`src/hdl/crgb_pkg.sv`:
```
// Shared types, codes and color stop tables for the scalar-to-RGB color ramp.
// No dependencies; imported by the root cell, the mixer, the top level and the testbench files.
package crgb_pkg;

  // Ramp selection held in the configuration register
  typedef enum logic {
    MODE_RAINBOW = 1'b0,
    MODE_SQRT    = 1'b1
  } ramp_mode_t;

  // Stop component in tenths of full scale (0..10)
  typedef logic [3:0] tenth_t;

  typedef struct packed {
    tenth_t red;
    tenth_t green;
    tenth_t blue;
  } stop_t;

  typedef logic [2:0] seg_t;

  // Index of the last stop of each ramp (stop count minus one)
  localparam seg_t RAINBOW_LAST = 3'd6;
  localparam seg_t SQRT_LAST    = 3'd5;

  // Color stop lookup for both ramps
  function automatic stop_t ramp_stop(input ramp_mode_t mode, input seg_t idx);
    stop_t s;
    s = '0;
    if (mode == MODE_RAINBOW) begin
      case (idx)
        3'd0:    s = '{4'd10, 4'd0,  4'd0};
        3'd1:    s = '{4'd10, 4'd5,  4'd0};
        3'd2:    s = '{4'd10, 4'd10, 4'd0};
        3'd3:    s = '{4'd0,  4'd10, 4'd0};
        3'd4:    s = '{4'd0,  4'd10, 4'd10};
        3'd5:    s = '{4'd0,  4'd0,  4'd10};
        3'd6:    s = '{4'd10, 4'd0,  4'd10};
        default: s = '0;
      endcase
    end else begin
      case (idx)
        3'd0:    s = '{4'd0,  4'd2,  4'd10};
        3'd1:    s = '{4'd0,  4'd10, 4'd10};
        3'd2:    s = '{4'd0,  4'd10, 4'd0};
        3'd3:    s = '{4'd10, 4'd10, 4'd0};
        3'd4:    s = '{4'd10, 4'd5,  4'd0};
        3'd5:    s = '{4'd10, 4'd0,  4'd0};
        default: s = '0;
      endcase
    end
    return s;
  endfunction

endpackage

```
`src/hdl/crgb_sqrt_cell.sv`:
```
// One cell of the square-root chain: resolves one root bit per beat.
// Depends on crgb_pkg (house import only); instanced in a row by the top level.
module crgb_sqrt_cell #(
  parameter int ROOT_BITS = 17
) (
  input  logic                   clk,
  input  logic                   rst_n,
  input  logic                   up_valid,
  output logic                   up_ready,
  input  logic [2*ROOT_BITS-1:0] up_rad,
  input  logic [ROOT_BITS:0]     up_rem,
  input  logic [ROOT_BITS-1:0]   up_root,
  input  logic [ROOT_BITS-1:0]   up_level,
  output logic                   dn_valid,
  input  logic                   dn_ready,
  output logic [2*ROOT_BITS-1:0] dn_rad,
  output logic [ROOT_BITS:0]     dn_rem,
  output logic [ROOT_BITS-1:0]   dn_root,
  output logic [ROOT_BITS-1:0]   dn_level
);
  import crgb_pkg::*;

  logic                   vld_r;
  logic [2*ROOT_BITS-1:0] rad_r;
  logic [ROOT_BITS:0]     rem_r, rem_nxt;
  logic [ROOT_BITS-1:0]   root_r, root_nxt;
  logic [ROOT_BITS-1:0]   level_r;
  logic [ROOT_BITS+2:0]   cur;
  logic [ROOT_BITS+2:0]   trial;
  logic                   take;

  // Bring down the next two radicand bits and try the next root bit
  assign cur   = {up_rem, up_rad[2*ROOT_BITS-1 -: 2]};
  assign trial = {1'b0, up_root, 2'b01};
  assign take  = (cur >= trial);

  always_comb begin
    if (take) begin
      rem_nxt = (ROOT_BITS+1)'(cur - trial);
    end else begin
      rem_nxt = cur[ROOT_BITS:0];
    end
    root_nxt = {up_root[ROOT_BITS-2:0], take};
  end

  // Slot is free when empty or when the neighbor takes the held beat
  assign up_ready = !vld_r || dn_ready;

  always_ff @(posedge clk) begin
    if (!rst_n) begin
      vld_r <= 1'b0;
    end else if (up_ready) begin
      vld_r <= up_valid;
    end
  end

  always_ff @(posedge clk) begin
    if (up_valid && up_ready) begin
      rad_r   <= {up_rad[2*ROOT_BITS-3:0], 2'b00};
      rem_r   <= rem_nxt;
      root_r  <= root_nxt;
      level_r <= up_level;
    end
  end

  assign dn_valid = vld_r;
  assign dn_rad   = rad_r;
  assign dn_rem   = rem_r;
  assign dn_root  = root_r;
  assign dn_level = level_r;

endmodule

```
`src/hdl/crgb_mix.sv`:
```
// Ramp position, stop interpolation and rounding to channel width: three stages.
// Depends on crgb_pkg for the stop tables and ramp mode codes.
module crgb_mix #(
  parameter int LEVEL_FRAC_BITS = 16,
  parameter int CHANNEL_BITS    = 8
) (
  input  logic                     clk,
  input  logic                     rst_n,
  input  logic                     up_valid,
  output logic                     up_ready,
  input  crgb_pkg::ramp_mode_t     up_mode,
  input  logic [LEVEL_FRAC_BITS:0] up_level,
  input  logic [LEVEL_FRAC_BITS:0] up_root,
  output logic                     dn_valid,
  input  logic                     dn_ready,
  output logic [CHANNEL_BITS-1:0]  dn_red,
  output logic [CHANNEL_BITS-1:0]  dn_green,
  output logic [CHANNEL_BITS-1:0]  dn_blue
);
  import crgb_pkg::*;

  localparam int LB         = LEVEL_FRAC_BITS + 1;
  localparam int POS_BITS   = LB + 3;
  localparam int W_BITS     = LB + 3;
  localparam int SC_BITS    = W_BITS + CHANNEL_BITS;
  localparam int T_BITS     = CHANNEL_BITS + 4;
  localparam int DIV_SHIFT  = T_BITS + 4;
  localparam int PROD_BITS  = 2 * T_BITS + 1;
  localparam longint RECIP_L = ((64'sd1 <<< DIV_SHIFT) + 64'sd9) / 64'sd10;
  localparam logic [T_BITS:0]  RECIP    = RECIP_L[T_BITS:0];
  localparam logic [LB-1:0]    LVL_ONE  = {1'b1, {LEVEL_FRAC_BITS{1'b0}}};
  localparam logic [SC_BITS-1:0] RND_HALF = SC_BITS'(5) << LEVEL_FRAC_BITS;

  // ---------------- stage A: segment and fraction ----------------
  logic            a_vld_r, a_rdy;
  seg_t            a_seg_r, a_seg_nxt;
  logic [LB-1:0]   a_frac_r, a_frac_nxt;
  ramp_mode_t      a_mode_r;
  logic            a_black_r, a_black_nxt;
  logic [LB-1:0]   x;
  seg_t            last;
  logic [POS_BITS-1:0] pos;
  logic [3:0]      seg_raw;

  // ---------------- stage B: interpolated, rounded channel ----------------
  logic              b_vld_r, b_rdy;
  logic [T_BITS-1:0] b_t_r   [3];
  logic [T_BITS-1:0] b_t_nxt [3];
  stop_t             stop_lo, stop_hi;
  tenth_t            lo [3];
  tenth_t            hi [3];
  logic [LB-1:0]     inv;
  logic [W_BITS-1:0] w   [3];
  logic [SC_BITS-1:0] sc [3];

  // ---------------- stage C: divide by ten, output register ----------------
  logic                    c_vld_r, c_rdy;
  logic [CHANNEL_BITS-1:0] c_ch_r   [3];
  logic [CHANNEL_BITS-1:0] c_ch_nxt [3];
  logic [PROD_BITS-1:0]    prod     [3];

  // Backpressure ripples back through the three stages
  assign c_rdy    = !c_vld_r || dn_ready;
  assign b_rdy    = !b_vld_r || c_rdy;
  assign a_rdy    = !a_vld_r || b_rdy;
  assign up_ready = a_rdy;

  // Locate the segment; clamp full scale onto the last segment
  always_comb begin
    x       = (up_mode == MODE_SQRT) ? up_root : up_level;
    last    = (up_mode == MODE_SQRT) ? SQRT_LAST : RAINBOW_LAST;
    pos     = POS_BITS'(x) * POS_BITS'(last);
    seg_raw = pos[LEVEL_FRAC_BITS +: 4];
    if (seg_raw >= {1'b0, last}) begin
      a_seg_nxt  = last - 3'd1;
      a_frac_nxt = LVL_ONE;
    end else begin
      a_seg_nxt  = seg_raw[2:0];
      a_frac_nxt = {1'b0, pos[LEVEL_FRAC_BITS-1:0]};
    end
    a_black_nxt = (up_mode == MODE_SQRT) && (up_level == '0);
  end

  always_ff @(posedge clk) begin
    if (!rst_n) begin
      a_vld_r <= 1'b0;
    end else if (a_rdy) begin
      a_vld_r <= up_valid;
    end
  end

  always_ff @(posedge clk) begin
    if (up_valid && a_rdy) begin
      a_seg_r   <= a_seg_nxt;
      a_frac_r  <= a_frac_nxt;
      a_mode_r  <= up_mode;
      a_black_r <= a_black_nxt;
    end
  end

  // Blend the two stops, scale to channel range, add half and drop fraction
  always_comb begin
    stop_lo = ramp_stop(a_mode_r, a_seg_r);
    stop_hi = ramp_stop(a_mode_r, a_seg_r + 3'd1);
    lo[0] = stop_lo.red;
    lo[1] = stop_lo.green;
    lo[2] = stop_lo.blue;
    hi[0] = stop_hi.red;
    hi[1] = stop_hi.green;
    hi[2] = stop_hi.blue;
    inv   = LVL_ONE - a_frac_r;
    for (int c = 0; c < 3; c++) begin
      w[c]  = W_BITS'(lo[c]) * W_BITS'(inv) + W_BITS'(hi[c]) * W_BITS'(a_frac_r);
      sc[c] = (SC_BITS'(w[c]) << CHANNEL_BITS) - SC_BITS'(w[c]) + RND_HALF;
      b_t_nxt[c] = a_black_r ? '0 : sc[c][LEVEL_FRAC_BITS +: T_BITS];
    end
  end

  always_ff @(posedge clk) begin
    if (!rst_n) begin
      b_vld_r <= 1'b0;
    end else if (b_rdy) begin
      b_vld_r <= a_vld_r;
    end
  end

  always_ff @(posedge clk) begin
    if (a_vld_r && b_rdy) begin
      b_t_r <= b_t_nxt;
    end
  end

  // Divide by ten through a reciprocal multiply
  always_comb begin
    for (int c = 0; c < 3; c++) begin
      prod[c]     = PROD_BITS'(b_t_r[c]) * PROD_BITS'(RECIP);
      c_ch_nxt[c] = prod[c][DIV_SHIFT +: CHANNEL_BITS];
    end
  end

  always_ff @(posedge clk) begin
    if (!rst_n) begin
      c_vld_r <= 1'b0;
    end else if (c_rdy) begin
      c_vld_r <= b_vld_r;
    end
  end

  always_ff @(posedge clk) begin
    if (b_vld_r && c_rdy) begin
      c_ch_r <= c_ch_nxt;
    end
  end

  assign dn_valid = c_vld_r;
  assign dn_red   = c_ch_r[0];
  assign dn_green = c_ch_r[1];
  assign dn_blue  = c_ch_r[2];

endmodule

```
`src/hdl/scalar_to_rgb_color_ramp.sv`:
```
// Top level of the scalar-to-RGB color ramp: config register, root chain, mixer.
// Depends on crgb_pkg, crgb_sqrt_cell and crgb_mix.

// Colors one level sample per beat. A level in Q1.LEVEL_FRAC_BITS (values above
// 1.0 saturate to 1.0) is mapped by linear interpolation between color stops:
// ramp mode 0 is a seven-stop rainbow (red to magenta) indexed by the level,
// ramp mode 1 a six-stop ramp (blue to red) indexed by the square root of the
// level, with black for a level of zero. Channels are rounded half up. The block
// takes one beat per clock while backpressure does not reach the input. It is a
// row of LEVEL_FRAC_BITS + 1 square-root cells, one root bit each, then three
// mixing stages, the last of which is the output register. Every stage has its
// own valid bit, so bubbles collapse and the input keeps flowing while a result
// waits. Write cfg_wr_data only while no beat is in flight.
module scalar_to_rgb_color_ramp #(
  parameter int LEVEL_FRAC_BITS = 16,
  parameter int CHANNEL_BITS    = 8
) (
  input  logic                     clk,
  input  logic                     rst_n,
  input  logic                     cfg_wr_en,
  input  logic                     cfg_wr_data,
  input  logic                     in_valid,
  output logic                     in_ready,
  input  logic [LEVEL_FRAC_BITS:0] in_level,
  output logic                     out_valid,
  input  logic                     out_ready,
  output logic [CHANNEL_BITS-1:0]  out_red,
  output logic [CHANNEL_BITS-1:0]  out_green,
  output logic [CHANNEL_BITS-1:0]  out_blue
);
  import crgb_pkg::*;

  localparam int N = LEVEL_FRAC_BITS + 1;
  localparam logic [N-1:0] LVL_ONE = {1'b1, {LEVEL_FRAC_BITS{1'b0}}};

  ramp_mode_t ramp_mode_r;
  logic [N-1:0] level_sat;

  logic [N:0]              vld_c;
  logic [N:0]              rdy_c;
  logic [N:0][2*N-1:0]     rad_c;
  logic [N:0][N:0]         rem_c;
  logic [N:0][N-1:0]       root_c;
  logic [N:0][N-1:0]       level_c;

  // Hold the ramp mode register
  always_ff @(posedge clk) begin
    if (!rst_n) begin
      ramp_mode_r <= MODE_RAINBOW;
    end else if (cfg_wr_en) begin
      ramp_mode_r <= ramp_mode_t'(cfg_wr_data);
    end
  end

  // Saturate the level at 1.0 and seed the root chain
  assign level_sat  = (in_level > LVL_ONE) ? LVL_ONE : in_level;
  assign vld_c[0]   = in_valid;
  assign in_ready   = rdy_c[0];
  assign rad_c[0]   = {1'b0, level_sat, {LEVEL_FRAC_BITS{1'b0}}};
  assign rem_c[0]   = '0;
  assign root_c[0]  = '0;
  assign level_c[0] = level_sat;

  // Square-root chain, one result bit per cell
  for (genvar i = 0; i < N; i++) begin : g_cell
    crgb_sqrt_cell #(
      .ROOT_BITS(N)
    ) u_cell (
      .clk      (clk),
      .rst_n    (rst_n),
      .up_valid (vld_c[i]),
      .up_ready (rdy_c[i]),
      .up_rad   (rad_c[i]),
      .up_rem   (rem_c[i]),
      .up_root  (root_c[i]),
      .up_level (level_c[i]),
      .dn_valid (vld_c[i+1]),
      .dn_ready (rdy_c[i+1]),
      .dn_rad   (rad_c[i+1]),
      .dn_rem   (rem_c[i+1]),
      .dn_root  (root_c[i+1]),
      .dn_level (level_c[i+1])
    );
  end

  crgb_mix #(
    .LEVEL_FRAC_BITS(LEVEL_FRAC_BITS),
    .CHANNEL_BITS   (CHANNEL_BITS)
  ) u_mix (
    .clk      (clk),
    .rst_n    (rst_n),
    .up_valid (vld_c[N]),
    .up_ready (rdy_c[N]),
    .up_mode  (ramp_mode_r),
    .up_level (level_c[N]),
    .up_root  (root_c[N]),
    .dn_valid (out_valid),
    .dn_ready (out_ready),
    .dn_red   (out_red),
    .dn_green (out_green),
    .dn_blue  (out_blue)
  );

endmodule

```
`config.mk`:
```
export PLATFORM = sky130hd
export DESIGN_NAME = scalar_to_rgb_color_ramp
export DESIGN_NICKNAME = d
export VERILOG_FILES = /design/src/hdl/crgb_pkg.sv /design/src/hdl/crgb_sqrt_cell.sv /design/src/hdl/crgb_mix.sv /design/src/hdl/scalar_to_rgb_color_ramp.sv
export SDC_FILE = /design/constraint.sdc
export NUM_CORES = 2
export LEC_CHECK = 0
export BUFFER_PORTS_ARGS = -buffer_cell sky130_fd_sc_hd__buf_2
export CAP_MARGIN = 15
export CORE_ASPECT_RATIO = 1.5
export CORE_MARGIN = 5
export CORE_UTILIZATION = 32
export CTS_BUF_LIST = sky130_fd_sc_hd__clkbuf_4
export CTS_CLUSTER_SIZE = 20
export DETAILED_ROUTE_END_ITERATION = 10
export PLACE_DENSITY = 0.46
export SYNTH_ARGS = -nofsm -noshare
export SYNTH_HDL_FRONTEND = slang
export SYNTH_SLANG_ARGS = --single-unit
```
`constraint.sdc`:
```
create_clock -name clk -period 11.7 [get_ports clk]
set_input_delay 2.34 -clock clk [delete_from_list [all_inputs] [get_ports clk]]
set_output_delay 2.34 -clock clk [all_outputs]
set_load 0.01 [all_outputs]
```
; ---- Word level (Yosys, flattened, before mapping)
; Index checks and enable logic that the tools add are counted.
[word_totals]
in_bits = 23
register_bits = 889
elab_cells = 258
out_inout_bits = 26
[classes]
eq_ne = 12
mux = 27
n_mul = 10
addsub = 28
n_lt_le_gt_ge = 19
reduce_logical = 64
[op_table]
columns = cell, count
row1 = $mux 18, 15
row2 = $pmux 12 s7, 2
row3 = $pmux 12 s6, 2
row4 = $mul 4x17->20, 6
row5 = $add 28x19->28 const B, 3
row6 = $sub 28x20->28, 3
row7 = $mul 12x12->23 const B, 3
row8 = $add 20x20->20, 3
row9 = $mux 17, 3
row10 = $mux 12, 2
row11 = $logic_and 1x1->1, 21
row12 = $ge 20x10->1, 1
row13 = $ge 20x11->1, 1
row14 = $ge 20x12->1, 1
row15 = $ge 20x13->1, 1
row16 = $ge 20x14->1, 1
row17 = $ge 20x15->1, 1
row18 = $ge 20x16->1, 1
row19 = $ge 20x17->1, 1
row20 = $ge 20x18->1, 1
row21 = $ge 20x3->1, 1
row22 = $ge 20x4->1, 1
row23 = $ge 20x5->1, 1
row24 = $ge 20x6->1, 1
row25 = other kinds (36), 84

; ---- Depth between registers and ports, before layout
[depth]
word_depth = 22
mapped_depth = 37
mapped_depth_nobuf = 37

; ---- Cells and area by module
; From an unflattened synthesis, not the netlist that was laid out.
[unflattened]
cells_unflattened = 7074
hier_area_um2 = 88767.6
[by_module_without_submodules]
columns = mod, area_each_um2, n_inst, cells_each
row1 = crgb_sqrt_cell (g_cell[16].u_cell ...), 3866.2, 10, 276
row2 = crgb_sqrt_cell (g_cell[0].u_cell ...), 3885.0, 7, 264
row3 = crgb_mix, 22665.5, 1, 2439
row4 = scalar_to_rgb_color_ramp, 245.2, 1, 27

; ---- Least setup slack after synthesis
; No wires, ideal clock.
[synth_timing]
path_type = register to register
from = reg u_mix.a_seg_r[2]
to = reg u_mix.b_t_r[23] in the netlist's numbering (data pin)
required_time_ns = 11.438
setup_time_ns = 0.262
arrival_ns = 8.267
slack_ns = 3.171
n_path_buf = 2
path_stages_with_launch = 34
path_cell_list = edfxtp_1 -> clkbuf_1 -> inv_1 -> ha_1 -> and3b_1 -> a32o_1 -> clkbuf_1 -> nand2_1 -> fa_1 -> inv_1 -> fa_1 -> fa_1 -> inv_1 -> fa_1 -> inv_1 -> ha_1 -> or4_1 -> a21oi_1 -> nor3_2 -> a211oi_1 -> xnor2_1 -> inv_1 -> ha_1 -> ha_1 -> o21a_1 -> o21a_1 -> o2111ai_1 -> nor4_4 -> nor4_4 -> o41ai_4 -> a21oi_4 -> nor4b_4 -> a22oi_1 -> mux2_1
[synth_between]
elab_chain_cells = 8
word_cells_on_any_way = 26
cone_classes = add/sub: 4 / mul: 2 / eq/ne: 12 / mux: 6 / reduce/logical: 2
[synth_rtl]
columns = element, line
row1 = from (decl), crgb_mix.sv:36  ; seg_t a_seg_r, a_seg_nxt;
row2 = from (signal assigned), crgb_mix.sv:94  ; a_seg_r <= a_seg_nxt;
row3 = $add 3x1->3, crgb_mix.sv:104  ; stop_hi = ramp_stop(a_mode_r, a_seg_r + 3'd1);
row4 = "$eq 3x3->1, or another cell as far along", crgb_pkg.sv:31  ; case (idx)
row5 = $pmux 12 s7 or $pmux 12 s6 (tied branches), "crgb_pkg.sv:31, crgb_pkg.sv:42"
row6 = $mux 12, crgb_pkg.sv:30  ; if (mode == MODE_RAINBOW) begin
row7 = $mul 4x17->20, crgb_mix.sv:113  ; w[c] = W_BITS'(lo[c]) * W_BITS'(inv) + W_BITS'(hi[c]) * W_BITS'(a_frac_r);
row8 = $add 20x20->20 (*), crgb_mix.sv:113
row9 = $sub 28x20->28 (*), crgb_mix.sv:114  ; sc[c] = (SC_BITS'(w[c]) << CHANNEL_BITS) - SC_BITS'(w[c]) + RND_HALF;
row10 = $add 28x19->28 (*), crgb_mix.sv:114
row11 = to (signal assigned), crgb_mix.sv:129  ; b_t_r <= b_t_nxt;
row12 = to (decl), crgb_mix.sv:47  ; logic [T_BITS-1:0] b_t_r [3];
; Every way passes the cells marked *; elsewhere a longest branch is shown, timed or not.
; A chain may end at the register's enable or synchronous reset.

; ---- Worst setup path after layout
[layout_timing]
from = reg u_mix.a_seg_r[1]
to = reg u_mix.b_t_r[23] in the netlist's numbering (data pin)
; Same word-level chain as after synthesis.

==> results.ini <==
[status]
status=complete, no violations

[timing]
setup-violations-final=0
max_freq_ghz=0.1052
slew_headroom_pct=24.41
final-hold-violation-count=0
finalCriticalPeriod_ns=9.506
rsz0062_at_grt=false
maxSlewViolCount=0
fin_setup_tns_ns=0
tightest_slew_ns=1.131
clock_skew_ns=0.1286
period_share_pct=81.25

[synth]
yosysSeqAreaShare_pct=43.66
yosys_warnings=0
yosysTopAreaCell=edfxtp_1
synth-seq-cells=785
synth_top_area_share_pct=42.87
yosys-top-cells-count=764 x edfxtp_1, 756 x inv_1, 639 x ha_1
synth.distinct_cells=93
synth_edf_count=764
async_flop_share_pct=0
synth_area_leaders=edfxtp_1 43%, ha_1 15%, fa_1 11%
synth.most_common_cell=edfxtp_1
syn_area_per_cell_um2=11.50
synthCells=4652
ys.flop_type=edfxtp_1
netlist_area_mm2=0.05352

[layout]
fin_nets=5819
n_fill_cell=16562
regArea_mm2=0.02336
drive_gt1_share_pct=10.10
syn2layout_area_growth_pct=10.81
multi_input_area_mm2=0.02723

[detailed_routing]
dr.pass1.iters=5
drtIter0Drc=1055
vias=33198
drc=0
routed_wl_um=113100
ant_nets=0
vias_per_cell=4.582
wl_per_cell_um=15.61

[cts]
clock_sinks=785
root_buffer=clkbuf_4
clk_pin_slew_ns=0.07
cts_buffers=196
cts_setup_buffers=0
cts_buffer_depth=3
cts_tree=done
htree_levels=4
clock_latency_ns=1.15
cts-hold-fix-buffers=0
cts.repair.resized=0

[setup_path]
start_kind=flip-flop
path_buf_inv=5
cp-end-kind=flip-flop
cp_data_required_time_ns=12.53
rrSetupSlack_ns=2.19
path_delay_family=adder cells
critPathSlowestCell=edfxtp_1
cp-startpoint=u_mix.a_seg_r[1]
worst-path-stages=32
max_stage_delay_ns=0.71
crit-reg2reg-launch=u_mix.a_seg_r[1]
r2r_cells=32
crit_fanout=17
regToRegEndpoint=u_mix.b_t_r[23]
cpMostUsedCell=inv_1
endpoint=u_mix.b_t_r[23]
crit_arrival_ns=10.34
critPathKind=flip-flop to flip-flop

[worst_hold_path]
hp-class=flip-flop to flip-flop
hp-start=g_cell[11].u_cell.dn_level[15]

[floorplanning]
die_h_um=510.9
die_x_um=343.9
dieArea_mm2=0.1757
rows=183
start_util_pct=32.24
ioPinCount=49
coreArea_mm2=0.1660

[placed_design]
dp_hpwl_um=91920
port_buffers=48
gp_congestion=0.8469

[global_routing]
track_usage_pct=13.06
grt_max_degree=50
first_global_vias=36156
antenna_found_initial=2
grt_pass1_wl_um=182000
grt-ovfl-total=0

[run]
cap_violations=0

[power_and_ir_drop]
pwr_density_cell_mw_per_mm2=94.06
p_leak_nw=25.55
ir_worst_vdd_mv=0.08053
seq_power_share_pct=55.2
p_switching_mw=1.254
clkPwrFrac_pct=42.5
total_power_mw=5.578
p_int_mw=4.324
swShare_pct=22.48
power_frac_comb_pct=2.3

==> per-layer routing <==
layer / track usage [%] / part of all wire, % / up-vias
met5: 0 / 0 / -
met4: 7.446 / 5.7 / 0
met3: 2.004 / 2.8 / 275
met2: 26.93 / 59 / 437
met1: 11.63 / 33 / 15871
li1: - / - / 16615
==> logic make-up after synthesis <==
kind of cell    Yosys count  synth area share (%)
simple gates           1093                 10.49
fa+ha+maj               930                 25.81
buf+inv                 819                 5.759
flops                   785                 43.66
compound gates          664                 8.148
xor+xnor                320                 5.305
mux                      40                0.8277
other cells               1              0.007007
==> state kept, by name, summed over array words and instances (netlist names), 3 cells and up <==
register	cells
g_cell.u_cell.dn_valid	17
u_mix.dn_blue	8
g_cell.u_cell.dn_root	136
u_mix.b_t_r	36
u_mix.a_seg_r	3
u_mix.a_frac_r	17
u_mix.dn_red	8
g_cell.u_cell.dn_rem	257
u_mix.dn_green	8
g_cell.u_cell.dn_level	289
==> placed cells by master, fill, tap and decap left out, types with 89 or more instances in the layout <==
cell type  instances
nor2b_1           89
xor2_1           136
nor2_1           262
o21ai_0          124
xnor2_1          180
edfxtp_1         764
inv_1            756
ha_1             639
clkbuf_4         283
fa_1             290
nand2_1          237
and2_1            89
a21oi_1          196
==> per-stage QoR <==
stage,cell area [µm²],instances,hold WS [ns],util [%],setup WS (ns)
floorplan,53520,4654,0.4003,-,3.171
global placement,56670,6888,0.4006,34.14,2.240
detailed placement,56670,6888,0.4045,34.14,2.076
CTS,59280,7241,0.3742,35.71,2.095
global route,59300,7245,0.3902,35.72,1.627
finish,59300,7245,0.3748,35.72,2.194
==> power groups by stage <==
| stage | Combinational, mW | Sequential (mW) | Clock [mW] |
|---|---|---|---|
| after floorplan | 0.0951 | 3.13 | 0 |
| after global placement | 0.132 | 3.14 | 0 |
| after detailed placement | 0.133 | 3.14 | 0 |
| after CTS | 0.134 | 3.08 | 2.52 |
| after global routing | 0.147 | 3.08 | 2.66 |
| final | 0.131 | 3.08 | 2.37 |
==> worst min path at each step <==
stage,cells after the start,slack [ns],end
after floorplan,0,0.40,g_cell[10].u_cell.dn_level[0]
after global placement,0,0.40,g_cell[4].u_cell.dn_level[14]
after detailed placement,0,0.40,g_cell[11].u_cell.dn_level[4]
after CTS,0,0.37,g_cell[14].u_cell.dn_level[5]
after global routing,0,0.39,g_cell[14].u_cell.dn_level[5]
final,0,0.37,g_cell[12].u_cell.dn_level[15]
==> cell type report <==
class | count | area share, %
diodes | 3 | 0.01266
clock buffers | 283 | 3.583
clock inverters | 70 | 0.8208
inverters | 757 | 4.792
multi-input cells | 3050 | 45.93
flip-flops and latches | 785 | 39.40
well taps | 2220 | 4.684
repair buffers | 77 | 0.7807
No activity file was read; power rests on OpenSTA's default activity.
